File: config.mk
export PLATFORM = sky130hd
export DESIGN_NAME = http_chunked_body_decoder_flat
export DESIGN_NICKNAME = d
export VERILOG_FILES = /design/src/rtl/core/hcbd_pkg.sv /design/src/rtl/core/hcbd_in_if.sv /design/src/rtl/core/hcbd_out_if.sv /design/src/rtl/core/hcbd_size_acc.sv /design/src/rtl/core/http_chunked_body_decoder.sv /design/src/flat_wrapper.sv
export SDC_FILE = /design/constraint.sdc
export NUM_CORES = 1
export LEC_CHECK = 0
export ABC_AREA = 1
export BUFFER_PORTS_ARGS = -buffer_cell sky130_fd_sc_hd__clkbuf_2
export CAP_MARGIN = 20
export CORE_UTILIZATION = 35
export DETAILED_ROUTE_END_ITERATION = 8
export SETUP_SLACK_MARGIN = 0.2
export SLEW_MARGIN = 20
export SYNTH_ARGS = -nofsm -noshare
export SYNTH_HDL_FRONTEND = slang
export SYNTH_SLANG_ARGS = --single-unit
File: constraint.sdc
create_clock -name clk -period 2.7 [get_ports clk]
set_input_delay 0.27 -clock clk [delete_from_list [all_inputs] [get_ports clk]]
set_output_delay 0.27 -clock clk [all_outputs]
set_load 0.01 [all_outputs]
File: src/rtl/core/hcbd_pkg.sv
`timescale 1ns / 1ps

package hcbd_pkg;

  // Result kinds
  localparam logic [1:0] KIND_DATA = 2'd0;
  localparam logic [1:0] KIND_END  = 2'd1;
  localparam logic [1:0] KIND_OVF  = 2'd2;

  // Characters that steer the size line and the trailer section
  localparam logic [7:0] CH_CR    = 8'h0D;
  localparam logic [7:0] CH_LF    = 8'h0A;
  localparam logic [7:0] CH_SPACE = 8'h20;
  localparam logic [7:0] CH_TAB   = 8'h09;

  // Bits that one hex digit adds to the size
  localparam int unsigned HEX_BITS = 4;

  typedef struct packed {
    logic       is_hex;
    logic [3:0] value;
  } hex_digit_t;

  // Per-line status of the chunk-size parser
  typedef struct packed {
    logic digits_open;
    logic seen_digit;
    logic overflow;
  } size_line_t;

  typedef struct packed {
    logic [7:0] payload_byte;
    logic [1:0] kind;
  } out_beat_t;

  function automatic hex_digit_t hex_decode(input logic [7:0] ch);
    hex_digit_t d;
    d.is_hex = 1'b0;
    d.value  = 4'd0;
    if (ch >= 8'h30 && ch <= 8'h39) begin
      d.is_hex = 1'b1;
      d.value  = ch[3:0];
    end else if ((ch >= 8'h61 && ch <= 8'h66) || (ch >= 8'h41 && ch <= 8'h46)) begin
      // 'a'..'f' and 'A'..'F' share their low three bits: 1..6 -> 10..15
      d.is_hex = 1'b1;
      d.value  = {1'b0, ch[2:0]} + 4'd9;
    end
    return d;
  endfunction

endpackage

File: src/rtl/core/hcbd_in_if.sv
`timescale 1ns / 1ps

interface hcbd_in_if;
  logic       valid;
  logic       ready;
  logic [7:0] stream_byte;

  modport source (output valid, output stream_byte, input ready);
  modport sink (input valid, input stream_byte, output ready);
endinterface

File: src/rtl/core/hcbd_out_if.sv
`timescale 1ns / 1ps

interface hcbd_out_if;
  logic       valid;
  logic       ready;
  logic [7:0] payload_byte;
  logic [1:0] kind;

  modport source (output valid, output payload_byte, output kind, input ready);
  modport sink (input valid, input payload_byte, input kind, output ready);
endinterface

File: src/rtl/core/hcbd_size_acc.sv
`timescale 1ns / 1ps

// Chunk-size line digit accumulator: one byte per call, saturating.
module hcbd_size_acc #(
  parameter int unsigned SIZE_BITS = 32
) (
  input  logic [7:0]             line_byte,
  input  logic [SIZE_BITS-1:0]   accum,
  input  hcbd_pkg::size_line_t   line,
  output logic [SIZE_BITS-1:0]   accum_next,
  output hcbd_pkg::size_line_t   line_next,
  output logic                   ovf_pulse
);

  hcbd_pkg::hex_digit_t hex;

  always_comb begin
    hex        = hcbd_pkg::hex_decode(line_byte);
    accum_next = accum;
    line_next  = line;
    ovf_pulse  = 1'b0;
    if (line.digits_open) begin
      if (hex.is_hex) begin
        line_next.seen_digit = 1'b1;
        // Any bit set in the top digit means one more shift would lose it
        if (|accum[SIZE_BITS-1 -: hcbd_pkg::HEX_BITS]) begin
          accum_next = '1;
          if (!line.overflow) begin
            line_next.overflow = 1'b1;
            ovf_pulse          = 1'b1;
          end
        end else begin
          accum_next = {accum[SIZE_BITS-hcbd_pkg::HEX_BITS-1:0], hex.value};
        end
      end else if (!line.seen_digit &&
                   (line_byte == hcbd_pkg::CH_SPACE || line_byte == hcbd_pkg::CH_TAB)) begin
        // leading blank: skip
      end else begin
        // first non-hex byte closes the number; extensions are ignored
        line_next.digits_open = 1'b0;
      end
    end
  end

endmodule

File: src/rtl/core/http_chunked_body_decoder.sv
`timescale 1ns / 1ps

// Channel  | Role  | Beat fields                      | Notes
// ---------+-------+----------------------------------+---------------------------------
// in_ch    | sink  | stream_byte[7:0]                 | raw chunked body, one byte a beat
// out_ch   | source| payload_byte[7:0], kind[1:0]     | data, end of body, size overflow
//
// One byte is accepted per cycle while the skid register is free; the parser state and
// any result update at the accepting edge, the result going into the skid register if
// the head is stalled, else into the output register, offered from the next cycle on.
// Results queue in a two-entry output buffer (output register plus skid register), so
// in_ch.ready drops only while both entries hold beats that out_ch has not taken.
// Reset (rst, synchronous, active high) returns the parser to reading a size line
// and empties the output buffer.
// Every byte, whether it produces a result or not, waits while the skid register is
// full; with out_ch ready on every cycle the input never stalls.
module http_chunked_body_decoder #(
  parameter int unsigned SIZE_BITS = 32
) (
  input  logic       clk,
  input  logic       rst,
  hcbd_in_if.sink    in_ch,
  hcbd_out_if.source out_ch
);

  typedef enum logic [1:0] {
    PH_SIZE,   // reading a chunk-size line
    PH_DATA,   // passing payload bytes
    PH_DROP,   // discarding the two bytes after the data
    PH_TRAIL   // trailer section after a zero size
  } phase_t;

  // Parser state
  phase_t                    phase, phase_next;
  logic [SIZE_BITS-1:0]      chunk_remaining, chunk_remaining_next;
  logic [SIZE_BITS-1:0]      size_accum, size_accum_next;
  hcbd_pkg::size_line_t      line, line_next;
  logic [1:0]                crlf_progress, crlf_progress_next;

  // Output buffer: head register and skid register
  logic                      o_valid;
  hcbd_pkg::out_beat_t       o_beat;
  logic                      s_valid;
  hcbd_pkg::out_beat_t       s_beat;

  logic                      accept;
  logic                      pop;
  logic                      push;
  hcbd_pkg::out_beat_t       new_beat;

  logic [SIZE_BITS-1:0]      acc_after;
  hcbd_pkg::size_line_t      line_after;
  logic                      ovf_pulse;
  logic [SIZE_BITS-1:0]      rem_dec;

  localparam hcbd_pkg::size_line_t LINE_START = '{digits_open: 1'b1,
                                                  seen_digit:  1'b0,
                                                  overflow:    1'b0};

  // Accept whenever the skid register is free: the head can then absorb or pass on
  assign in_ch.ready = !s_valid;
  assign accept      = in_ch.valid && in_ch.ready;
  assign pop         = o_valid && out_ch.ready;

  assign out_ch.valid        = o_valid;
  assign out_ch.payload_byte = o_beat.payload_byte;
  assign out_ch.kind         = o_beat.kind;

  hcbd_size_acc #(
    .SIZE_BITS (SIZE_BITS)
  ) u_size_acc (
    .line_byte  (in_ch.stream_byte),
    .accum      (size_accum),
    .line       (line),
    .accum_next (acc_after),
    .line_next  (line_after),
    .ovf_pulse  (ovf_pulse)
  );

  // Count down, holding at zero
  assign rem_dec = chunk_remaining - {{(SIZE_BITS-1){1'b0}}, (chunk_remaining != '0)};

  always_comb begin
    phase_next           = phase;
    chunk_remaining_next = chunk_remaining;
    size_accum_next      = size_accum;
    line_next            = line;
    crlf_progress_next   = crlf_progress;
    push                 = 1'b0;
    new_beat             = '{payload_byte: 8'd0, kind: hcbd_pkg::KIND_DATA};

    unique case (phase)
      PH_DATA: begin
        // Pass the byte; after the last one, drop the trailing pair
        chunk_remaining_next  = rem_dec;
        push                  = 1'b1;
        new_beat.payload_byte = in_ch.stream_byte;
        if (rem_dec == '0) begin
          phase_next         = PH_DROP;
          crlf_progress_next = 2'd0;
        end
      end

      PH_DROP: begin
        // Two bytes go by unchecked, then a fresh size line starts
        if (crlf_progress != 2'd0) begin
          phase_next         = PH_SIZE;
          size_accum_next    = '0;
          line_next          = LINE_START;
          crlf_progress_next = 2'd0;
        end else begin
          crlf_progress_next = crlf_progress + 2'd1;
        end
      end

      PH_TRAIL: begin
        // Look for CRLF CRLF; progress 2 means a line just ended
        if (in_ch.stream_byte == hcbd_pkg::CH_CR) begin
          crlf_progress_next = (crlf_progress == 2'd2) ? 2'd3 : 2'd1;
        end else if (in_ch.stream_byte == hcbd_pkg::CH_LF) begin
          if (crlf_progress == 2'd3) begin
            phase_next         = PH_SIZE;
            size_accum_next    = '0;
            line_next          = LINE_START;
            crlf_progress_next = 2'd0;
            push               = 1'b1;
            new_beat.kind      = hcbd_pkg::KIND_END;
          end else begin
            crlf_progress_next = (crlf_progress == 2'd1) ? 2'd2 : 2'd0;
          end
        end else begin
          crlf_progress_next = 2'd0;
        end
      end

      PH_SIZE: begin
        size_accum_next = acc_after;
        line_next       = line_after;
        if (ovf_pulse) begin
          push          = 1'b1;
          new_beat.kind = hcbd_pkg::KIND_OVF;
        end
        if (in_ch.stream_byte == hcbd_pkg::CH_CR) begin
          crlf_progress_next = 2'd1;
        end else if (in_ch.stream_byte == hcbd_pkg::CH_LF && crlf_progress == 2'd1) begin
          // Line ends: a zero (or missing) size opens the trailer section
          size_accum_next = '0;
          line_next       = LINE_START;
          if (acc_after == '0) begin
            phase_next         = PH_TRAIL;
            crlf_progress_next = 2'd2;
          end else begin
            phase_next           = PH_DATA;
            chunk_remaining_next = acc_after;
            crlf_progress_next   = 2'd0;
          end
        end else begin
          crlf_progress_next = 2'd0;
        end
      end

      default: begin
        phase_next = PH_SIZE;
      end
    endcase
  end

  always_ff @(posedge clk) begin
    if (rst) begin
      phase           <= PH_SIZE;
      chunk_remaining <= '0;
      size_accum      <= '0;
      line            <= LINE_START;
      crlf_progress   <= 2'd0;
      o_valid         <= 1'b0;
      s_valid         <= 1'b0;
    end else begin
      // Advance the parser only on an accepted beat
      if (accept) begin
        phase           <= phase_next;
        chunk_remaining <= chunk_remaining_next;
        size_accum      <= size_accum_next;
        line            <= line_next;
        crlf_progress   <= crlf_progress_next;
      end

      // Output buffer: the skid only fills while the head is stalled
      if (s_valid) begin
        if (pop) begin
          o_beat  <= s_beat;
          s_valid <= 1'b0;
        end
      end else if (accept && push) begin
        if (!o_valid || pop) begin
          o_beat  <= new_beat;
          o_valid <= 1'b1;
        end else begin
          s_beat  <= new_beat;
          s_valid <= 1'b1;
        end
      end else if (pop) begin
        o_valid <= 1'b0;
      end
    end
  end

  // A skid beat always sits behind a head beat
  a_skid_behind_head: assert property (@(posedge clk) disable iff (rst)
    s_valid |-> o_valid)
    else $error("skid register holds a beat while the head is empty");

  // A stalled head with a skid beat keeps both until the head is taken
  a_skid_holds: assert property (@(posedge clk) disable iff (rst)
    (s_valid && !out_ch.ready) |=> (s_valid && o_valid))
    else $error("buffered beat lost while output was stalled");

  // Data phase is only entered with a nonzero count
  a_data_nonzero: assert property (@(posedge clk) disable iff (rst)
    (phase == PH_DATA) |-> (chunk_remaining != '0))
    else $error("data phase with no bytes remaining");

  // Trailer section never carries a pending size
  a_trail_clear: assert property (@(posedge clk) disable iff (rst)
    (phase == PH_TRAIL) |-> (size_accum == '0))
    else $error("size accumulator not cleared in trailer section");

  // Only data beats carry a payload byte
  a_ctrl_zero: assert property (@(posedge clk) disable iff (rst)
    (o_valid && o_beat.kind != hcbd_pkg::KIND_DATA) |-> (o_beat.payload_byte == 8'd0))
    else $error("control beat with nonzero payload byte");

endmodule
File: src/flat_wrapper.sv
// flat-port wrapper written by rule: the top's interface ports become plain ports
module http_chunked_body_decoder_flat 
#(
  parameter int unsigned SIZE_BITS = 32
)
  (clk, rst, in_ch_valid, in_ch_stream_byte, in_ch_ready, out_ch_valid, out_ch_payload_byte, out_ch_kind, out_ch_ready);
  hcbd_in_if in_ch_i ();
  hcbd_out_if out_ch_i ();
  input  logic clk;
  input  logic rst;
  input wire logic [$bits(in_ch_i.valid)-1:0] in_ch_valid;
  input wire logic [$bits(in_ch_i.stream_byte)-1:0] in_ch_stream_byte;
  output wire logic [$bits(in_ch_i.ready)-1:0] in_ch_ready;
  output wire logic [$bits(out_ch_i.valid)-1:0] out_ch_valid;
  output wire logic [$bits(out_ch_i.payload_byte)-1:0] out_ch_payload_byte;
  output wire logic [$bits(out_ch_i.kind)-1:0] out_ch_kind;
  input wire logic [$bits(out_ch_i.ready)-1:0] out_ch_ready;
  assign in_ch_i.valid = in_ch_valid;
  assign in_ch_i.stream_byte = in_ch_stream_byte;
  assign in_ch_ready = in_ch_i.ready;
  assign out_ch_valid = out_ch_i.valid;
  assign out_ch_payload_byte = out_ch_i.payload_byte;
  assign out_ch_kind = out_ch_i.kind;
  assign out_ch_i.ready = out_ch_ready;
  http_chunked_body_decoder #(.SIZE_BITS(SIZE_BITS)) u_core (.clk(clk), .rst(rst), .in_ch(in_ch_i), .out_ch(out_ch_i));
endmodule
* Yosys cells after proc, flatten, opt, wreduce, memory -nomap -nowiden
Cells that the tools add are included.
Widths: inputs -> output; s select.
** Word-level totals
- Register bits :: 93
- Input port bits :: 12
- Output and inout port bits :: 12
** Operators by class
- Add/sub/neg operators :: 3
- Order comparisons :: 6
- Equality and inequality tests :: 20
- Multiplexer cells :: 74
- Bitwise logic cells :: 3
- Reductions and logical operators :: 32
** Operators with widths (number)
- $mux 32 :: 12
- $pmux 32 s3 :: 1
- $logic_not 32->1 :: 2
- $pmux 32 s2 :: 1
- $mux 2 :: 22
- $mux 10 :: 4
- $reduce_bool 32->1 :: 1
- $sub 32x1->32 :: 1
- $eq 8x4->1 const B :: 3
- $mux 3 :: 7
- $mux 1 :: 19
- $ge 8x7->1 const B :: 2
- $le 8x7->1 const B :: 2
- $pmux 2 s4 :: 2
- $mux 5 :: 2
- $ne 2x1->1 const B :: 5
- $ne 2x2->1 const B :: 5
- $reduce_bool 2->1 :: 5
- $pmux 3 s3 :: 1
- $eq 2x2->1 const B :: 4
- $eq 8x6->1 const B :: 1
- $ge 8x6->1 const B :: 1
- $le 8x6->1 const B :: 1
- $logic_and 1x1->1 :: 8
- 18 further kinds :: 26

* Longest topological paths before layout
- Depth after elaboration :: 13
- Depth in mapped cells :: 22

* Modules after synthesis
From an unflattened synthesis, not the netlist that was laid out.
** Unflattened totals
- Cells, all modules :: 930
- Area total of the unflattened synthesis :: 5964.5 µm²
** Modules (own cells, without submodules)
- http_chunked_body_decoder :: times used 1, cells each 777, area an instance 5248.8 µm²
- hcbd_size_acc :: times used 1, cells each 153, area an instance 715.7 µm²

* Worst setup path before layout
Ideal clock, no wire load.
- Kind :: register to register
- Start point :: register u_core.chunk_remaining[8]
- End point :: register u_core.phase[1]
- Library setup time :: 113 ps
- Arrival :: 2502 ps
- Data required time :: 2587 ps
- Setup slack :: 86 ps
- Cell stages (with the launch flop) :: 21
- Period minus slack after synthesis :: 2614 ps
- Cells stage by stage :: dfxtp_1 > nor2_1 > nand2_1 > nor2_1 > and2_1 > nand3_1 > ha_1 > ha_1 > nand2_1 > nor2_1 > nand3_1 > o21ai_0 > nand2_1 > nor2_1 > nand2_1 > nor2_1 > nand3_1 > nand2_1 > nand4_1 > nor2_1 > nor2_1
** On the way
- Longest elaborated chain between the ends :: 5
** Ends and longest elaborated chain
- start: declaration :: line http_chunked_body_decoder.sv:35 : logic [SIZE_BITS-1:0] chunk_remaining, chunk_remaining_next;
- start signal: assignment :: line http_chunked_body_decoder.sv:181 : chunk_remaining <= chunk_remaining_next;
- $reduce_bool 32->1 :: line http_chunked_body_decoder.sv:81 : assign rem_dec = chunk_remaining - {{(SIZE_BITS-1){1'b0}}, (chunk_remaining != '0)};
- $sub 32x1->32 * :: line http_chunked_body_decoder.sv:81
- $logic_not 32->1 * :: line http_chunked_body_decoder.sv:98 : if (rem_dec == '0) begin
- $ne 2x1->1 (no source line) *
- $reduce_and 8->1 (no source line) *
- end signal: assignment :: line http_chunked_body_decoder.sv:180 : phase <= phase_next;
- end: declaration :: line http_chunked_body_decoder.sv:34 : phase_t phase, phase_next;
Mark *: on every way between the ends. The rest lies on a longest branch, timed or not.
A chain may end at the register's enable or synchronous reset.

* Final worst setup path
- Start point :: register u_core.chunk_remaining[19]
- End point :: register u_core.phase[1]
The elaborated chain is that of the path after synthesis.

==> impl_metrics.yaml <==
die:
  design.core.area_sq_um: 17300
  chipWidth_microns: 135
  num_rows: 48
  fp.dieH_microns: 135
  dieArea_sq_um: 18300
  start_util: 0.359
  io_pins: 24
critical_path:
  cp_max_fo: 4
  critPathKind: "register to register"
  critPathLaunchType: "register"
  path_cells: "nor2_2, nand2_1, nor2_2, and2_4, nand3_4, ha_4, ha_4, nand2_8, nor2_4, nand2_2, buf_6, nor2_4, xor2_2, nor2_1, nand2_1, nor2_1, nand3_1, nand2_1, nand4_1, nand2_1, nand2_1, nor2_1"
  r2r_cells: 22
  slowest_delay_ps: 330
  worstPathArrival_ps: 3090
  r2r_slack_ps: -90
  required_ps: 3000
  end_kind: "register"
  crit_path_top_delay_cell: "dfxtp_2"
  crit_top_cell: "nand2_1"
sta:
  fmax_ghz: 0.359
  fin_ws_ps: -86.4
  rsz0062_at_grt: "yes"
  period_share: 1.03
  finalHoldViolations: 0
  finalMaxSlewViolations: 0
  fin_tns_setup_ps: -86.4
  worst_hold_slack_ps: 196
  worstMarginPinSlew_ps: 625
  period_minus_slack_ps: 2790
  fin_skew_ps: 8.95
  relSlewSlack: 0.581
  setup_viol: 1
synthesis:
  yosys_warnings: 0
  yosysSeqAreaShare: 0.332
  syn_avg_cell_area_sq_um: 6.40
  synth-seq-cells: 93
  syn-cell-area_sq_um: 6210
  netlist_instances: 971
  syn-num-nets: 998
  yosysUniqueCellTypes: 45
placement:
  preCtsSetupSlack_ps: -323
  routabilityCongestion: 0.929
  dp_cells: 1354
  dp_hpwl_mm: 14.4
  numPortBuffers: 23
  dpl_cell_area_sq_um: 7750
grt:
  grt_antenna_before_repair: 0
  grt_pass1_wl_mm: 30.8
  grt.total_usage: 0.218
  grt_max_degree: 39
  grt_overflow: 0
  grt_pass1_vias: 6003
power:
  power_density_nw_per_um2: 820
  peakVddDrop_v: 0.000509
  p_leak_nw: 4.39
cts:
  clk_pin_slew_ps: 70
  cts_max_path_buffers: 2
  cts_root_buffer: "clkbuf_16"
  numClockSinks: 93
  cts_buffers: 9
  insertion_delay_ps: 360
  cts_tree: "yes"
  htree_levels: 3
detailed_routing:
  drc: 0
  wl_per_cell_microns: 15.0
  wl_mm: 20.9
  firstDrtPassIters: 5
  dr.first_iter.drc_count: 553
  via_per_inst: 4.98
  num_vias: 6961
  ant_nets: 0
run_status:
  status: "finished, violations left"
  violations: "setup timing"
worst_hold_path:
  whs_path_depth: 2
  min-delay-path-class: "primary input to register"
layout:
  drive_above_1_share: 0.342
  synthToLayoutAreaGrowth_pct: 43.4
  stdcell_count: 1399
  final_area_sq_um: 8900
  fin_nets: 1196
  diodes: 0
run:
  cap_violations: 0
-- critical path, delay by kind of cell (launching register included) --
family | cells | cell delay (ps)
adders and majority gates | 2 | 370
and+or+nand+nor | 18 | 1740
buffers and inverters | 1 | 100
xor gates and xnor gates | 1 | 180
DFF | 1 | 330
-- logic make-up after synthesis --
group,count (synthesis),synth area share
DFF,93,0.332
buffers and inverters,137,0.0949
muxes,3,0.00484
xor gates and xnor gates,20,0.0282
adders and majority gates,15,0.0302
AOI/OAI and AO/OA,137,0.131
and+or+nand+nor,566,0.379
-- per-layer routing --
layer	GRT usage	share of wire	vias to the layer above
met5	0	0	-
met1	0.307	0.46	3199
met3	0.0288	0.053	48
li1	-	-	3480
met4	0.0911	0.029	0
met2	0.334	0.46	234
-- through the flow --
stage           util  total power [mW]
2_1_floorplan      -              3.46
3_3_place_gp   0.448              5.13
6_report       0.515              7.30
5_1_grt        0.515              7.68
3_5_place_dp   0.448              5.12
4_1_cts        0.474              6.71
-- path summary, 6_finish.rpt --
check,endpoint,start
max,u_core.phase[1],u_core.chunk_remaining[19]
min,u_core.crlf_progress[1],rst
max reg2reg,u_core.phase[1],u_core.chunk_remaining[19]
min reg2reg,u_core.size_accum[1],u_core.size_accum[1]
-- power breakdown --
group	internal (mW)	switching, mW
combinational	2.00	2.47
clock	0.720	0.604
sequential	1.47	0.0397
-- repair_timing --
action | 4_1_cts | 5_1_grt
pin swaps | 12 | 64
resized for setup | 37 | 108
cloned | 0 | 8
endpoints found under the setup margin | 17 | 36
hold buffers | 0 | 0
setup buffers | 2 | 19
-- synthesized netlist by cell type, drive strengths merged --
cell type | number | area (sq um)
nor3 | 9 | 45.0
nor4 | 1 | 6.26
o22ai | 2 | 12.5
a31oi | 2 | 12.5
clkinv | 3 | 11.3
xnor2 | 1 | 8.76
nor3b | 1 | 7.51
edfxtp | 20 | 601
ha | 15 | 188
and2 | 1 | 6.26
a21oi | 67 | 429
clkbuf | 20 | 75.1
nand2 | 328 | 1270
dfxtp | 73 | 1460
nor2 | 139 | 534
a21o | 1 | 7.51
a31o | 1 | 8.76
nand4 | 7 | 43.8
and3 | 1 | 6.26
inv | 97 | 367
o211ai | 1 | 7.51
o31ai | 2 | 15.0
a32oi | 1 | 8.76
nand3 | 63 | 333
xor2 | 19 | 166
o21ai | 59 | 303
or2 | 12 | 75.1
buf | 17 | 136
nand3b | 4 | 30.0
a211oi | 1 | 7.51
mux2i | 3 | 30.0
-- flip-flops by register name, indices dropped and copies added (netlist names) --
register                    cells
u_core.phase                    2
u_core.size_accum              32
u_core.chunk_remaining         32
u_core.out_ch.payload_byte      8
u_core.out_ch.valid             1
u_core.line                     3
u_core.out_ch.kind              2
u_core.crlf_progress            2
u_core.s_valid                  1
u_core.s_beat                  10
-- final cells by class --
cell class / instances / area (sq um)
clock inverters: 7 / 71.3
flip-flops and latches: 93 / 2070
well taps: 225 / 282
repair buffers: 221 / 1780
clock buffers: 9 / 225
inverters: 100 / 405
repair inverters: 2 / 22.5
multi-input cells: 742 / 4050
fillers: 1664 / 8390
-- cells in the final DEF (no fill, tap or decap), drive strengths merged, types with 2 or more instances in the layout --
cell / n
nand2: 329
buf: 194
nor2: 139
inv: 99
dfxtp: 73
a21oi: 67
nand3: 63
o21ai: 59
clkbuf: 36
edfxtp: 20
xor2: 19
ha: 15
or2: 12
nor3: 9
nand4: 7
clkinv: 6
nand3b: 4
clkinvlp: 3
mux2i: 3
o22ai: 2
a31oi: 2
o31ai: 2
Note: power is estimated with default switching activity, not from simulation.
